### src/rtl/core/tsdf_pkg.sv
package tsdf_pkg;

  // Grid geometry
  localparam int MAP_SIZE_LOG2 = 8;
  localparam int MAP_DIM       = 1 << MAP_SIZE_LOG2;
  localparam int ADDR_W        = 2 * MAP_SIZE_LOG2;
  localparam int MAP_CELLS     = 1 << ADDR_W;

  // Cell word: {distance Q9.4 signed, weight Q8.8}
  localparam int DIST_W = 13;
  localparam int WT_W   = 16;
  localparam int MEM_W  = DIST_W + WT_W;

  // Squared distance in 1/256 cell^2 and its root in sixteenths
  localparam int SQ_W   = 28;
  localparam int ROOT_W = SQ_W / 2;

  // Shared restoring divider
  localparam int DIV_N_W = 31;
  localparam int DIV_D_W = 17;
  localparam int DIV_Q_W = 14;

  // Stream widths
  localparam int S_TDATA_W = 96;
  localparam int M_TDATA_W = 48;
  localparam int CFG_W     = 12;

  typedef logic [1:0] cmd_t;

  localparam cmd_t CMD_INTEGRATE = 2'd0;
  localparam cmd_t CMD_READ      = 2'd1;
  localparam cmd_t CMD_WRITE     = 2'd2;

  localparam logic [1:0] ST_OK        = 2'd0;
  localparam logic [1:0] ST_START_OFF = 2'd1;
  localparam logic [1:0] ST_END_OFF   = 2'd2;

  localparam logic [1:0] CFG_TRUNC = 2'd0;
  localparam logic [1:0] CFG_FULLW = 2'd1;
  localparam logic [1:0] CFG_ROWS  = 2'd2;
  localparam logic [1:0] CFG_COLS  = 2'd3;

endpackage

### src/rtl/core/tsdf_sqrt.sv
module tsdf_sqrt (
  input  logic                        clk,
  input  logic                        rst,
  input  logic                        start,
  input  logic [tsdf_pkg::SQ_W-1:0]   operand,
  output logic [tsdf_pkg::ROOT_W-1:0] root,
  output logic                        done
);
  import tsdf_pkg::*;

  localparam int CNT_W = $clog2(ROOT_W + 1);

  logic [SQ_W-1:0]  v;
  logic [SQ_W-1:0]  res;
  logic [SQ_W-1:0]  bitm;
  logic [CNT_W-1:0] cnt;
  logic             busy;
  logic [SQ_W-1:0]  trial;

  assign trial = res + bitm;
  assign root  = res[ROOT_W-1:0];

  // two result bits per pass would double the adder; one bit a cycle
  always_ff @(posedge clk) begin
    if (rst) begin
      busy <= 1'b0;
      done <= 1'b0;
      cnt  <= '0;
    end else begin
      done <= busy && (cnt == CNT_W'(1));
      if (start) begin
        busy <= 1'b1;
        cnt  <= CNT_W'(ROOT_W);
      end else if (busy) begin
        cnt <= cnt - CNT_W'(1);
        if (cnt == CNT_W'(1)) busy <= 1'b0;
      end
    end
  end

  always_ff @(posedge clk) begin
    if (start) begin
      v    <= operand;
      res  <= '0;
      bitm <= SQ_W'(1) << (SQ_W - 2);
    end else if (busy) begin
      if (v >= trial) begin
        v   <= v - trial;
        res <= (res >> 1) + bitm;
      end else begin
        res <= res >> 1;
      end
      bitm <= bitm >> 2;
    end
  end

endmodule

### config.mk
export PLATFORM = sky130hd
export DESIGN_NAME = tsdf_sqrt
export DESIGN_NICKNAME = d
export VERILOG_FILES = /design/src/rtl/core/tsdf_pkg.sv /design/src/rtl/core/tsdf_sqrt.sv
export SDC_FILE = /design/constraint.sdc
export NUM_CORES = 1
export LEC_CHECK = 0
export ABC_AREA = 1
export ABC_CLOCK_PERIOD_IN_PS = 5950
export BUFFER_PORTS_ARGS = -buffer_cell sky130_fd_sc_hd__buf_2
export CAP_MARGIN = 20
export CORE_ASPECT_RATIO = 0.5
export CORE_MARGIN = 5
export CORE_UTILIZATION = 50
export CTS_CLUSTER_SIZE = 30
export DETAILED_ROUTE_END_ITERATION = 6
export PLACE_DENSITY = 0.68
export SYNTH_ARGS = -nofsm -noshare
export SYNTH_HDL_FRONTEND = slang
export SYNTH_SLANG_ARGS = --single-unit
### constraint.sdc
create_clock -name clk -period 5.95 [get_ports clk]
set_input_delay 0.595 -clock clk [delete_from_list [all_inputs] [get_ports clk]]
set_output_delay 0.595 -clock clk [all_outputs]
set_load 0.02 [all_outputs]
==> reports/results.md <==
### Layout
- **multi-input combinational cell area** 4920 µm²
- **sequential cell area** 1802 µm²
- **number of filler cells placed in the layout** 1531
- **diode count** 0
- **fraction of final layout cells sized beyond drive strength 1** 8.699%
- **area grow syn2layout** 7.704%
- **Net count, final** 1340

### Synthesis
- **YS warnings** 0
- **share of the yosys chip area belonging to registers** 23.81%
- **Synth Register Bits** 76
- **number of distinct standard cells referenced by the synthesized netlist** 44
- **Synth Net Count** 1315
- **cells after synthesis** 1223
- **area of the mapped netlist** 7569 µm²
- **average instance area after synthesis** 6.188 µm²

### Floorplan
- **Top Ports** 46
- **core outline area** 14660 µm²
- **starting utilization of the core area** 51.62%
- **die span in y** 97.00 µm
- **floorplan die width** 184.0 µm
- **die area** 17850 µm²
- **total number of placement rows** 31

### Min path
- **Tightest Hold Check Type** reg -> reg
- **count of cells along the worst hold path** 2

### Clock tree
- **CTS tree** built
- **post-CTS repair timing setup buffer count** 0
- **H-tree depth reported by CTS** 3
- **clock buffers created by TritonCTS** 9
- **CTS-repair resized insts** 0
- **clock slew seen by the registers of the worst setup and hold paths** 0.07 ns
- **buffer cell driving the clock tree root** sky130_fd_sc_hd__clkbuf_16
- **worst skew pair latency** 0.34 ns
- **Longest Clk Path Bufs** 2
- **# hold bufs at CTS** 0
- **total number of clock tree sinks** 76

### STA
- **slew of the pin with the lowest slew margin** 1.051 ns
- **Max Transition Viols Final** 0
- **final worst hold slack** 0.4760 ns
- **final setup violation count** 0
- **total negative slack for setup checks** 0 ns
- **Final Hold Viols** 0
- **clock period minus worst slack** 4.387 ns
- **Final Skew** 0.01621 ns
- **ratio of final minimum period to clock period** 73.73%
- **unrepaired setup endpoints after global routing** false
- **worst slew slack as a fraction of its limit** 29.95%
- **timing-limited maximum frequency** 0.2279 GHz

### Drt
- **DRC marker count from the first detailed-route iteration** 829
- **Routed Antenna Nets** 0
- **final wirelength** 22410 µm
- **routed vias** 7824
- **DRT Pass-1 Iters** 6
- **Via density** 5.392
- **final routed wire length divided by cell count** 15.44 µm
- **number of DRC violations after detailed routing** 0

### Power
- **power density cells** 435.6 nW/µm²
- **worst ir drop on vdd** 0.2198 mV
- **Final Total Pwr** 3.551 mW
- **static leakage** 3.912 nW

### Critical path
- **CP cell instances** ha_1, nand2_1, o21ai_0, nand2_1, o21ai_0, a21oi_1, nand2_1, xnor2_1, ha_1, nand2_1, nor2_1, nand2_2, nor3_4, nand2_4, a31oi_4
- **required time at the worst-slack endpoint** 5.90 ns
- **Data arrival, critical path** 4.34 ns
- **CP max stage cell** sky130_fd_sc_hd__a31oi_4
- **most repeated library cell on the critical path** sky130_fd_sc_hd__nand2_1
- **max incr delay on CP** 0.86 ns
- **Max FO, Critical Path** 28
- **type of destination of the critical path** flop
- **kind of critical path** reg -> reg
- **cell depth of the worst flop-to-flop path** 15
- **startpoint kind of the worst setup timing path** flop

### Global routing
- **total congestion overflow after global routing** 0
- **wire length of the first global-routing pass** 36110 µm
- **number of antenna violations at the first check in global routing** 0
- **global router's overall resource usage** 24.77%
- **largest net degree at the start of global routing** 41
- **vias in the first global route** 7327

### Place
- **HPWL after DPL** 17720 µm
- **Port Buffers** 45
- **weighted congestion reported at the end of routability-driven placement** 0.9613

### Run
- **max-capacitance violation count** 0

### Status
- **run status** finished, final reports clean

==> critical path: cells and delay by family (launching register included) <==
kind / cells / cell delay [ns]
xor+xnor: 1 / 0.10
flops: 1 / 0.41
compound gates: 4 / 1.56
fa+ha+maj: 2 / 0.78
simple gates: 8 / 1.13
==> layout make-up <==
class                      instances  share of cell area (%)
multi-input combinational        941                   60.35
clock inverter                     3                  0.2302
tap                              198                   3.039
sequential                        76                   22.10
timing repair buffer              48                   3.039
inverter                         172                   7.920
clock buffer                      13                   3.315
==> where the power goes <==
| part | internal (mW) | leakage (nW) | switching, mW |
|---|---|---|---|
| clock | 0.318 | 0.146 | 0.232 |
| combinational | 0.724 | 3.10 | 1.41 |
| sequential | 0.730 | 0.668 | 0.134 |
| total | 1.77 | 3.91 | 1.78 |
==> layout by cell type (no fill, tap or decap), drive strengths merged, types with 14 or more instances in the layout <==
cell and instances:
xor2 14, nor3 16, dfxtp 48, nand4 21
xnor2 20, nand2 421, nand3 132, nor2 89
inv 173, a21oi 55, o21ai 60, buf 48
ha 60, edfxtp 28
==> registers in the layout (all words and copies together) (netlist names) <==
register	count
done	1
bitm	14
busy	1
res	28
v	28
cnt	4
==> Yosys cell counts, drive strengths merged <==
cell / number / area [µm²]
nor2: 89 / 349.1
xnor2: 20 / 175.2
nor3: 16 / 91.34
o21bai: 5 / 37.54
o21a: 2 / 15.01
nand3: 132 / 670.6
xor2: 14 / 122.6
or2: 9 / 56.30
a221oi: 1 / 8.760
nor4: 2 / 12.51
dfxtp: 48 / 960.9
nand3b: 8 / 60.06
o22ai: 12 / 75.07
o21ai: 60 / 304.0
o2bb2ai: 1 / 8.760
nor3b: 1 / 7.510
and2: 2 / 12.51
a21o: 4 / 30.03
a21oi: 55 / 290.3
inv: 172 / 645.6
fa: 1 / 20.02
a31oi: 4 / 25.02
nand4: 21 / 131.4
nand2: 421 / 1638
buf: 26 / 191.4
o31ai: 1 / 7.510
edfxtp: 28 / 840.8
ha: 60 / 750.7
clkbuf: 8 / 30.03
==> kinds of logic (layout without fill, tap and decap cells) <==
logic type | count (synthesis) | in the layout | share of synthesized area, %
AND/OR/NAND/NOR | 701 | 701 | 40.02
buffers and inverters | 206 | 236 | 11.46
AO/OA/AOI/OAI | 145 | 145 | 10.60
flip-flops | 76 | 76 | 23.81
adder cells (fa/ha/maj) | 61 | 61 | 10.18
XOR/XNOR | 34 | 34 | 3.935
==> through the flow <==
stage          setup slack, ns  cells  utilization [%]  cell area, µm²
2_1_floorplan            1.287   1223                -            7569
3_3_place_gp             1.805   1435            53.63            7863
3_5_place_dp             1.647   1435            53.63            7863
4_1_cts                  1.606   1451            55.60            8152
5_1_grt                  1.188   1451            55.60            8152
6_report                 1.563   1451            55.60            8152
==> worst paths after layout <==
kind | startpoint | end | slack (ns)
hold reg to reg | cnt[3] | cnt[3] | 0.48
hold / removal | cnt[3] | cnt[3] | 0.48
setup reg to reg | res[18] | v[24] | 1.56
setup / recovery | res[18] | v[24] | 1.56
==> per-layer routing <==
layer | share of wire (%) | wire [µm] | vias up | track usage, %
met5 | 0 | 0 | - | 0
met4 | 1.8 | 399 | 0 | 5.622
met3 | 6.6 | 1483 | 33 | 4.085
met2 | 41 | 9280 | 263 | 37.13
met1 | 50 | 11240 | 3523 | 36.99
li1 | - | - | 4005 | -
(Power assumes the default switching activity.)
