File: config.mk
export PLATFORM = sky130hd
export DESIGN_NAME = tsdf_div
export DESIGN_NICKNAME = d
export VERILOG_FILES = /design/src/rtl/core/tsdf_pkg.sv /design/src/rtl/core/tsdf_div.sv
export SDC_FILE = /design/constraint.sdc
export NUM_CORES = 1
export LEC_CHECK = 0
export ABC_AREA = 0
export BUFFER_PORTS_ARGS = -buffer_cell sky130_fd_sc_hd__buf_2
export CAP_MARGIN = 20
export CORE_MARGIN = 4
export CORE_UTILIZATION = 55
export CTS_CLUSTER_DIAMETER = 150
export DETAILED_ROUTE_END_ITERATION = 8
export PLACE_DENSITY_LB_ADDON = 0.12
export SYNTH_ARGS = -nofsm -noshare
export SYNTH_HDL_FRONTEND = slang
export SYNTH_SLANG_ARGS = --single-unit
File: constraint.sdc
create_clock -name clk -period 5.4 [get_ports clk]
set_clock_uncertainty 0.05 [all_clocks]
set_input_delay 1.08 -clock clk [delete_from_list [all_inputs] [get_ports clk]]
set_output_delay 1.08 -clock clk [all_outputs]
set_load 0.02 [all_outputs]
File: src/rtl/core/tsdf_pkg.sv
package tsdf_pkg;

  // Grid geometry
  localparam int MAP_SIZE_LOG2 = 8;
  localparam int MAP_DIM       = 1 << MAP_SIZE_LOG2;
  localparam int ADDR_W        = 2 * MAP_SIZE_LOG2;
  localparam int MAP_CELLS     = 1 << ADDR_W;

  // Cell word: {distance Q9.4 signed, weight Q8.8}
  localparam int DIST_W = 13;
  localparam int WT_W   = 16;
  localparam int MEM_W  = DIST_W + WT_W;

  // Squared distance in 1/256 cell^2 and its root in sixteenths
  localparam int SQ_W   = 28;
  localparam int ROOT_W = SQ_W / 2;

  // Shared restoring divider
  localparam int DIV_N_W = 31;
  localparam int DIV_D_W = 17;
  localparam int DIV_Q_W = 14;

  // Stream widths
  localparam int S_TDATA_W = 96;
  localparam int M_TDATA_W = 48;
  localparam int CFG_W     = 12;

  typedef logic [1:0] cmd_t;

  localparam cmd_t CMD_INTEGRATE = 2'd0;
  localparam cmd_t CMD_READ      = 2'd1;
  localparam cmd_t CMD_WRITE     = 2'd2;

  localparam logic [1:0] ST_OK        = 2'd0;
  localparam logic [1:0] ST_START_OFF = 2'd1;
  localparam logic [1:0] ST_END_OFF   = 2'd2;

  localparam logic [1:0] CFG_TRUNC = 2'd0;
  localparam logic [1:0] CFG_FULLW = 2'd1;
  localparam logic [1:0] CFG_ROWS  = 2'd2;
  localparam logic [1:0] CFG_COLS  = 2'd3;

endpackage

File: src/rtl/core/tsdf_div.sv
module tsdf_div (
  input  logic                         clk,
  input  logic                         rst,
  input  logic                         start,
  input  logic [tsdf_pkg::DIV_N_W-1:0] dividend,
  input  logic [tsdf_pkg::DIV_D_W-1:0] divisor,
  output logic [tsdf_pkg::DIV_Q_W-1:0] quotient,
  output logic                         done
);
  import tsdf_pkg::*;

  localparam int CNT_W = $clog2(DIV_Q_W + 1);

  logic [DIV_N_W-1:0] rem;
  logic [DIV_N_W-1:0] dsh;
  logic [CNT_W-1:0]   cnt;
  logic               busy;

  always_ff @(posedge clk) begin
    if (rst) begin
      busy <= 1'b0;
      done <= 1'b0;
      cnt  <= '0;
    end else begin
      done <= busy && (cnt == CNT_W'(1));
      if (start) begin
        busy <= 1'b1;
        cnt  <= CNT_W'(DIV_Q_W);
      end else if (busy) begin
        cnt <= cnt - CNT_W'(1);
        if (cnt == CNT_W'(1)) busy <= 1'b0;
      end
    end
  end

  // restoring, one quotient bit a cycle, MSB first
  always_ff @(posedge clk) begin
    if (start) begin
      rem      <= dividend;
      dsh      <= DIV_N_W'(divisor) << (DIV_Q_W - 1);
      quotient <= '0;
    end else if (busy) begin
      if (rem >= dsh) begin
        rem      <= rem - dsh;
        quotient <= {quotient[DIV_Q_W-2:0], 1'b1};
      end else begin
        quotient <= {quotient[DIV_Q_W-2:0], 1'b0};
      end
      dsh <= dsh >> 1;
    end
  end

endmodule

==> results of run 1 <==
registers in the layout, summed over array words and instances (netlist names):
signal / count
quotient: 14
dsh: 30
done: 1
rem: 31
cnt: 4
busy: 1
worst max-delay path by stage:
stage                           start                 to  slack [ns]  cells after the start
finish              dsh[17]$_DFFE_PP_  rem[30]$_DFFE_PP_        1.71                      9
global route        dsh[17]$_DFFE_PP_  rem[30]$_DFFE_PP_        1.44                      9
CTS                 dsh[18]$_DFFE_PP_   rem[1]$_DFFE_PP_        1.67                      9
detailed placement              start   rem[0]$_DFFE_PP_        1.43                      5
global placement                start   rem[4]$_DFFE_PP_        1.63                      5
floorplan                       start   rem[0]$_DFFE_PP_        2.09                      4
cell families (layout without fill, tap and decap cells):
kind of cell             Yosys count  in the layout  share of synthesized area
AO/OA/AOI/OAI                    151            151                      0.200
XOR/XNOR                          28             28                     0.0488
adder cells (fa/ha/maj)           33             33                     0.0837
buffers and inverters             67            130                     0.0578
flip-flops                        81             81                      0.418
multiplexers                      27             27                     0.0540
AND/OR/NAND/NOR                  157            157                      0.138
per-layer routing:
| metal | track usage | vias up | wire, µm |
|---|---|---|---|
| met5 | 0 | - | 0 |
| met4 | 0.0541 | 0 | 94 |
| met3 | 0.0373 | 7 | 481 |
| met2 | 0.349 | 87 | 5390 |
| met1 | 0.277 | 1904 | 4980 |
| li1 | - | 2054 | - |
power by group through the flow:
stage          logic (µW)  registers [µW]  clock network [µW]
3_3_place_gp         1200             875                   0
3_5_place_dp         1210             881                   0
5_1_grt              1370             879                 516
4_1_cts              1220             867                 486
2_1_floorplan         972             862                   0
6_report             1220             866                 476
cell usage after synthesis (12+ instances only):
cell type	instances	area [µm²]
a21oi_1	41	205
edfxtp_1	48	1440
inv_1	46	173
clkbuf_1	13	48.8
mux2i_1	26	260
nor2_1	46	173
o21ai_1	23	115
xor2_1	15	131
o31ai_1	12	90.1
o21ai_0	23	115
dfxtp_1	33	661
xnor2_1	13	114
nand2_1	73	274
ha_1	32	400
worst register-to-register path, delay by kind of cell, from the launching register on:
family	cells	cell delay (ns)
flip-flops	1	0.37
buffers and inverters	2	0.46
adder cells (fa/ha/maj)	1	0.44
AO/OA/AOI/OAI	3	1.10
AND/OR/NAND/NOR	3	0.95
layout make-up:
cell class,instances,share of cell area
Timing Repair Buffer,68,0.0626
Inverter,46,0.0308
Clock buffer,9,0.0221
Multi-Input combinational cell,396,0.470
Clock inverter,7,0.0150
Sequential cell,81,0.376
Tap cell,108,0.0241
through the flow:
| stage | total power, µW | area [µm²] | std cells |
|---|---|---|---|
| finish | 2560 | 5600 | 715 |
| global route | 2760 | 5600 | 715 |
| CTS | 2570 | 5600 | 715 |
| detailed placement | 2090 | 5390 | 699 |
| global placement | 2070 | 5390 | 699 |
| floorplan | 1830 | 5020 | 544 |
==> impl_metrics.csv, run 1 <==
group,metric,value,unit
status,status,"completed",
min_path,hold_path_depth,2,
route,vias,4052,
floorplanning,die_x,104,µm
route,first_iter_violations,149,
synthesis,netlist_area,5020,µm²
synthesis,yosysUniqueCellTypes,60,
global_route,grt_max_degree,80,
layout,diodes,0,
global_route,grt.overflow.total,0,
synthesis,synth-seq-cells,81,
worst_setup_path,cp.arrival,3.68,ns
sta,max_slew.worst_pin.slew,0.900,ns
flow_run,max-cap-violations,0,
worst_setup_path,startpoint_type,"register",
clocking,cts_sinks,81,
global_route,grt_usage,0.207,
route,drt_wl_total,10900,µm
clocking,cts_root_buf,"clkbuf_8",
worst_setup_path,path_cells,"inv_1 -> ha_1 -> nand4_2 -> or3_4 -> a2111oi_4 -> o21ai_1 -> nor4_2 -> o31a_1 -> buf_4",
sta,max_freq,0.271,GHz
global_route,grt_pass1_vias,3956,
synthesis,synthArstFlopShare,0,
floorplanning,initial_core_util,0.570,
sta,worst_slack,1.71,ns
route,antenna_left,0,
power_and_ir_drop,intPower,1520,µW
floorplanning,fp.coreArea,8810,µm²
min_path,hp-start,"quotient[13]$_SDFFE_PP0P_",
layout,fin_nets,686,
worst_setup_path,crit_family,"compound AO/OA/AOI/OAI gates",
global_route,antenna_found_initial,0,
min_path,hold_path_end,"quotient[13]$_SDFFE_PP0P_",
layout,drive_gt1_frac,0.163,
placed_design,post-place-ws,1.43,ns
sta,setup_violations,0,
clocking,cts_setup_buffers,0,
clocking,cts_tree,"done",
power_and_ir_drop,combPwrFrac,0.477,
worst_setup_path,cpMaxStageDelayCell,"o31a_1",
power_and_ir_drop,p_switching,1040,µW
route,dr.pass1.iters,5,
worst_setup_path,r2r_start,"dsh[17]$_DFFE_PP_",
clocking,clock_latency,0.36,ns
synthesis,synth-main-ff-cell,"edfxtp_1",
route,drcViolationCount,0,
floorplanning,dieArea,10700,µm²
sta,hold_violations,0,
clocking,path_clk_slew,0.09,ns
sta,post-route-min-period,3.69,ns
layout,seq_area,2100,µm²
route,wl_per_cell,15.3,µm
power_and_ir_drop,leakagePower,0.00235,µW
clocking,cts_hold_buf,0,
clocking,cts-buffers-inserted,9,
worst_setup_path,r2r_setup_slack,1.71,ns
synthesis,synth_edf_count,48,
sta,relSlewSlack,0.400,
worst_setup_path,slowest_delay,0.63,ns
floorplanning,io-pin-count,66,
synthesis,syn_inst,544,
floorplanning,dieHeight,104,µm
clocking,cts_resized,0,
clocking,clk_path_buf_depth,2,
layout,fillCellCount,784,
worst_setup_path,criticalPathCategory,"reg -> reg",
layout,area_growth,11.5,%
layout,final_common_cell,"nand2_1",
worst_setup_path,critPathBufInv,2,
synthesis,syn_area_per_cell,9.23,µm²
worst_setup_path,reg2reg_to,"rem[30]$_DFFE_PP_",
sta,holdWs,0.444,ns
power_and_ir_drop,pwr-share-clk,0.186,
worst_setup_path,end_kind,"register",
worst_setup_path,crit_required,5.39,ns
synthesis,yosysWarnings,0,
sta,slew_viol_final,0,
synthesis,synth.yosys.seq_area_share,0.418,
layout,multi_input_area,2630,µm²
placed_design,hpwlAfterDp,8120,µm
synthesis,synth_nets,628,
placed_design,gp_congestion,0.870,
power_and_ir_drop,switching_share,0.407,
sta,rsz0062_at_grt,"no",
route,via_per_inst,5.67,
power_and_ir_drop,power_frac_seq,0.338,
clocking,htree_levels,3,
layout,final_cell_mix,"nand2_1 (73), buf_2 (64), edfxtp_1 (48)",
min_path,hold_class,"reg -> reg",
power_and_ir_drop,ir_drop,0.204,mV
floorplanning,rows,34,
sta,fin_crit_sh,0.683,
worst_setup_path,ff2ff_path_depth,9,
power_and_ir_drop,power_density,458,nW/µm²
worst_setup_path,critPathMaxFanout,19,
placed_design,port-buffer-count,65,
sta,tns,0,ns
global_route,grt_pass1_wl,18600,µm
layout,fin_util,0.636,
(Power assumes the default switching activity.)
==> run 2: changes to the inputs <==
Settings changed: ABC_AREA 0 to 1.
Clock period 5.4 ns to 3.6 ns, I/O delays scaled along.
==> impl_metrics.csv, run 2 <==
group,metric,value,unit
layout,final_cell_mix,"nand2_1 (288), inv_1 (153), buf_2 (65)",
global_route,grt_pass1_vias,5061,
min_path,hold_class,"reg -> reg",
floorplanning,dieHeight,108,µm
clocking,cts_root_buf,"clkbuf_8",
sta,max_freq,0.364,GHz
clocking,cts_resized,0,
synthesis,synth-seq-cells,81,
synthesis,netlist.area_leader.share,0.261,
sta,rsz0062_at_grt,"no",
worst_setup_path,critPathMaxFanout,31,
power_and_ir_drop,pwr-share-clk,0.225,
layout,area_growth,12.4,%
worst_setup_path,startpoint_type,"register",
floorplanning,io-pin-count,66,
placed_design,port-buffer-count,65,
clocking,path_clk_slew,0.10,ns
worst_setup_path,crit_required,3.57,ns
synthesis,synth_edf_count,48,
floorplanning,die_x,108,µm
placed_design,post-place-ws,0.868,ns
synthesis,yosysTopAreaCell,"edfxtp_1",
synthesis,yosysUniqueCellTypes,36,
power_and_ir_drop,ir_drop,0.367,mV
synthesis,synthArstFlopShare,0,
clocking,cts_tree,"done",
clocking,cts_setup_buffers,0,
route,drt_wl_total,14500,µm
route,dr.pass1.iters,7,
layout,diodes,0,
synthesis,netlist_area,5510,µm²
synthesis,syn_area_per_cell,6.86,µm²
power_and_ir_drop,intPower,1940,µW
floorplanning,initial_core_util,0.564,
sta,hold_violations,0,
route,wl_per_cell,14.4,µm
route,drcViolationCount,0,
worst_setup_path,cp.arrival,2.72,ns
clocking,cts_sinks,81,
power_and_ir_drop,combPwrFrac,0.422,
placed_design,place_area,5970,µm²
flow_run,max-cap-violations,0,
layout,regMostFlops,"rem",
synthesis,yosysWarnings,0,
global_route,grt_pass1_wl,23400,µm
route,vias,5079,
sta,relSlewSlack,0.638,
clocking,clock_latency,0.37,ns
status,status,"completed",
layout,biggestRegsByFlops,"rem (31), dsh (30), quotient (14)",
layout,drive_gt1_frac,0.135,
sta,tns,0,ns
synthesis,synth_nets,888,
power_and_ir_drop,switching_share,0.410,
placed_design,hpwlAfterDp,11100,µm
route,via_per_inst,5.04,
sta,max_slew.worst_pin.slew,0.543,ns
global_route,antenna_found_initial,0,
power_and_ir_drop,power_density,531,nW/µm²
placed_design,gp_congestion,1.00,
floorplanning,rows,36,
power_and_ir_drop,power_frac_seq,0.353,
floorplanning,fp.coreArea,9770,µm²
power_and_ir_drop,leakagePower,0.00321,µW
route,first_iter_violations,247,
layout,finalInstanceArea,6190,µm²
worst_setup_path,criticalPathCategory,"reg -> reg",
layout,final_common_cell,"nand2_1",
floorplanning,dieArea,11700,µm²
synthesis,syn_inst,804,
global_route,grt_usage,0.260,
worst_setup_path,end_kind,"register",
route,antenna_left,0,
clocking,clk_path_buf_depth,2,
global_route,globalRouteMet1Util,0.302,
sta,worst_slack,0.850,ns
global_route,grt_use_met2,0.468,
clocking,htree_levels,3,
clocking,cts-buffers-inserted,9,
sta,slew_viol_final,0,
layout,largest_register_ffs,31,
synthesis,synth_commonest_cells,"nand2_1 (288), inv_1 (153), edfxtp_1 (48), nand3_1 (48), nor2_1 (45)",
sta,post-route-min-period,2.75,ns
sta,setup_violations,0,
global_route,grt_use_met3,0.0442,
global_route,grt_max_degree,38,
clocking,cts_hold_buf,0,
power_and_ir_drop,p_switching,1350,µW
sta,fin_crit_sh,0.764,
layout,fin_nets,953,
global_route,top_usage_layer,"met2",
synthesis,synth.most_common_cell,"nand2_1",
global_route,grt.overflow.total,0,
synthesis,synth.yosys.seq_area_share,0.381,
synthesis,synth.area.top_cells,"edfxtp_1 (26%), nand2_1 (20%), dfxtp_1 (12%), inv_1 (10%), ha_1 (7.3%)",
sta,holdWs,0.422,ns
synthesis,synth-main-ff-cell,"edfxtp_1",
run 2: per-layer routing:
layer  share of wire  routed length (µm)
met1            0.44                6370
met2            0.49                7060
met4           0.031                 448
met3           0.040                 576
met5               0                   0
run 2: worst paths after layout:
check	from	end	slack (ns)	cells past startpoint
max	dsh[15]$_DFFE_PP_	rem[7]$_DFFE_PP_	0.85	11
min	quotient[13]$_SDFFE_PP0P_	quotient[13]$_SDFFE_PP0P_	0.42	2
max reg2reg	dsh[15]$_DFFE_PP_	rem[7]$_DFFE_PP_	0.85	11
min reg2reg	quotient[13]$_SDFFE_PP0P_	quotient[13]$_SDFFE_PP0P_	0.42	2
run 2: power by group through the flow:
stage               clock network (µW)  registers, µW  logic (µW)
CTS                                754           1160        1390
global placement                     0           1180        1360
detailed placement                   0           1180        1380
floorplan                            0           1170        1030
finish                             742           1160        1390
global route                       787           1170        1580
run 2: kinds of logic (layout without fill, tap and decap cells):
logic type | Yosys count | count (layout) | share of synthesized area
AO/OA/AOI/OAI | 85 | 85 | 0.0874
flip-flops | 81 | 81 | 0.381
XOR/XNOR | 7 | 7 | 0.0111
AND/OR/NAND/NOR | 425 | 425 | 0.325
adder cells (fa/ha/maj) | 33 | 33 | 0.0763
buffers and inverters | 173 | 243 | 0.119
run 2: cell type report:
| cell class | count | area (µm²) |
|---|---|---|
| clock buffer | 11 | 174 |
| clock inverter | 5 | 46.3 |
| fill | 946 | 3580 |
| inverter | 157 | 589 |
| multi-input combinational | 550 | 2750 |
| sequential | 81 | 2100 |
| tap | 133 | 166 |
| timing repair buffer | 70 | 363 |
run 2: stage by stage:
| stage | cells | utilization | power, µW |
|---|---|---|---|
| floorplan | 804 | - | 2210 |
| global placement | 991 | 0.611 | 2540 |
| detailed placement | 991 | 0.611 | 2560 |
| CTS | 1007 | 0.634 | 3300 |
| global route | 1007 | 0.634 | 3540 |
| finish | 1007 | 0.634 | 3290 |
run 2: critical path: stages (launching register included):
cell      delay, ns
edfxtp_1       0.34
inv_1          0.07
ha_1           0.38
nand2_1        0.17
nor2_4         0.19
nand2_2        0.13
nor4_1         0.30
nand2_1        0.09
nand3_1        0.11
nand2_1        0.06
nand2_1        0.06
buf_4          0.43
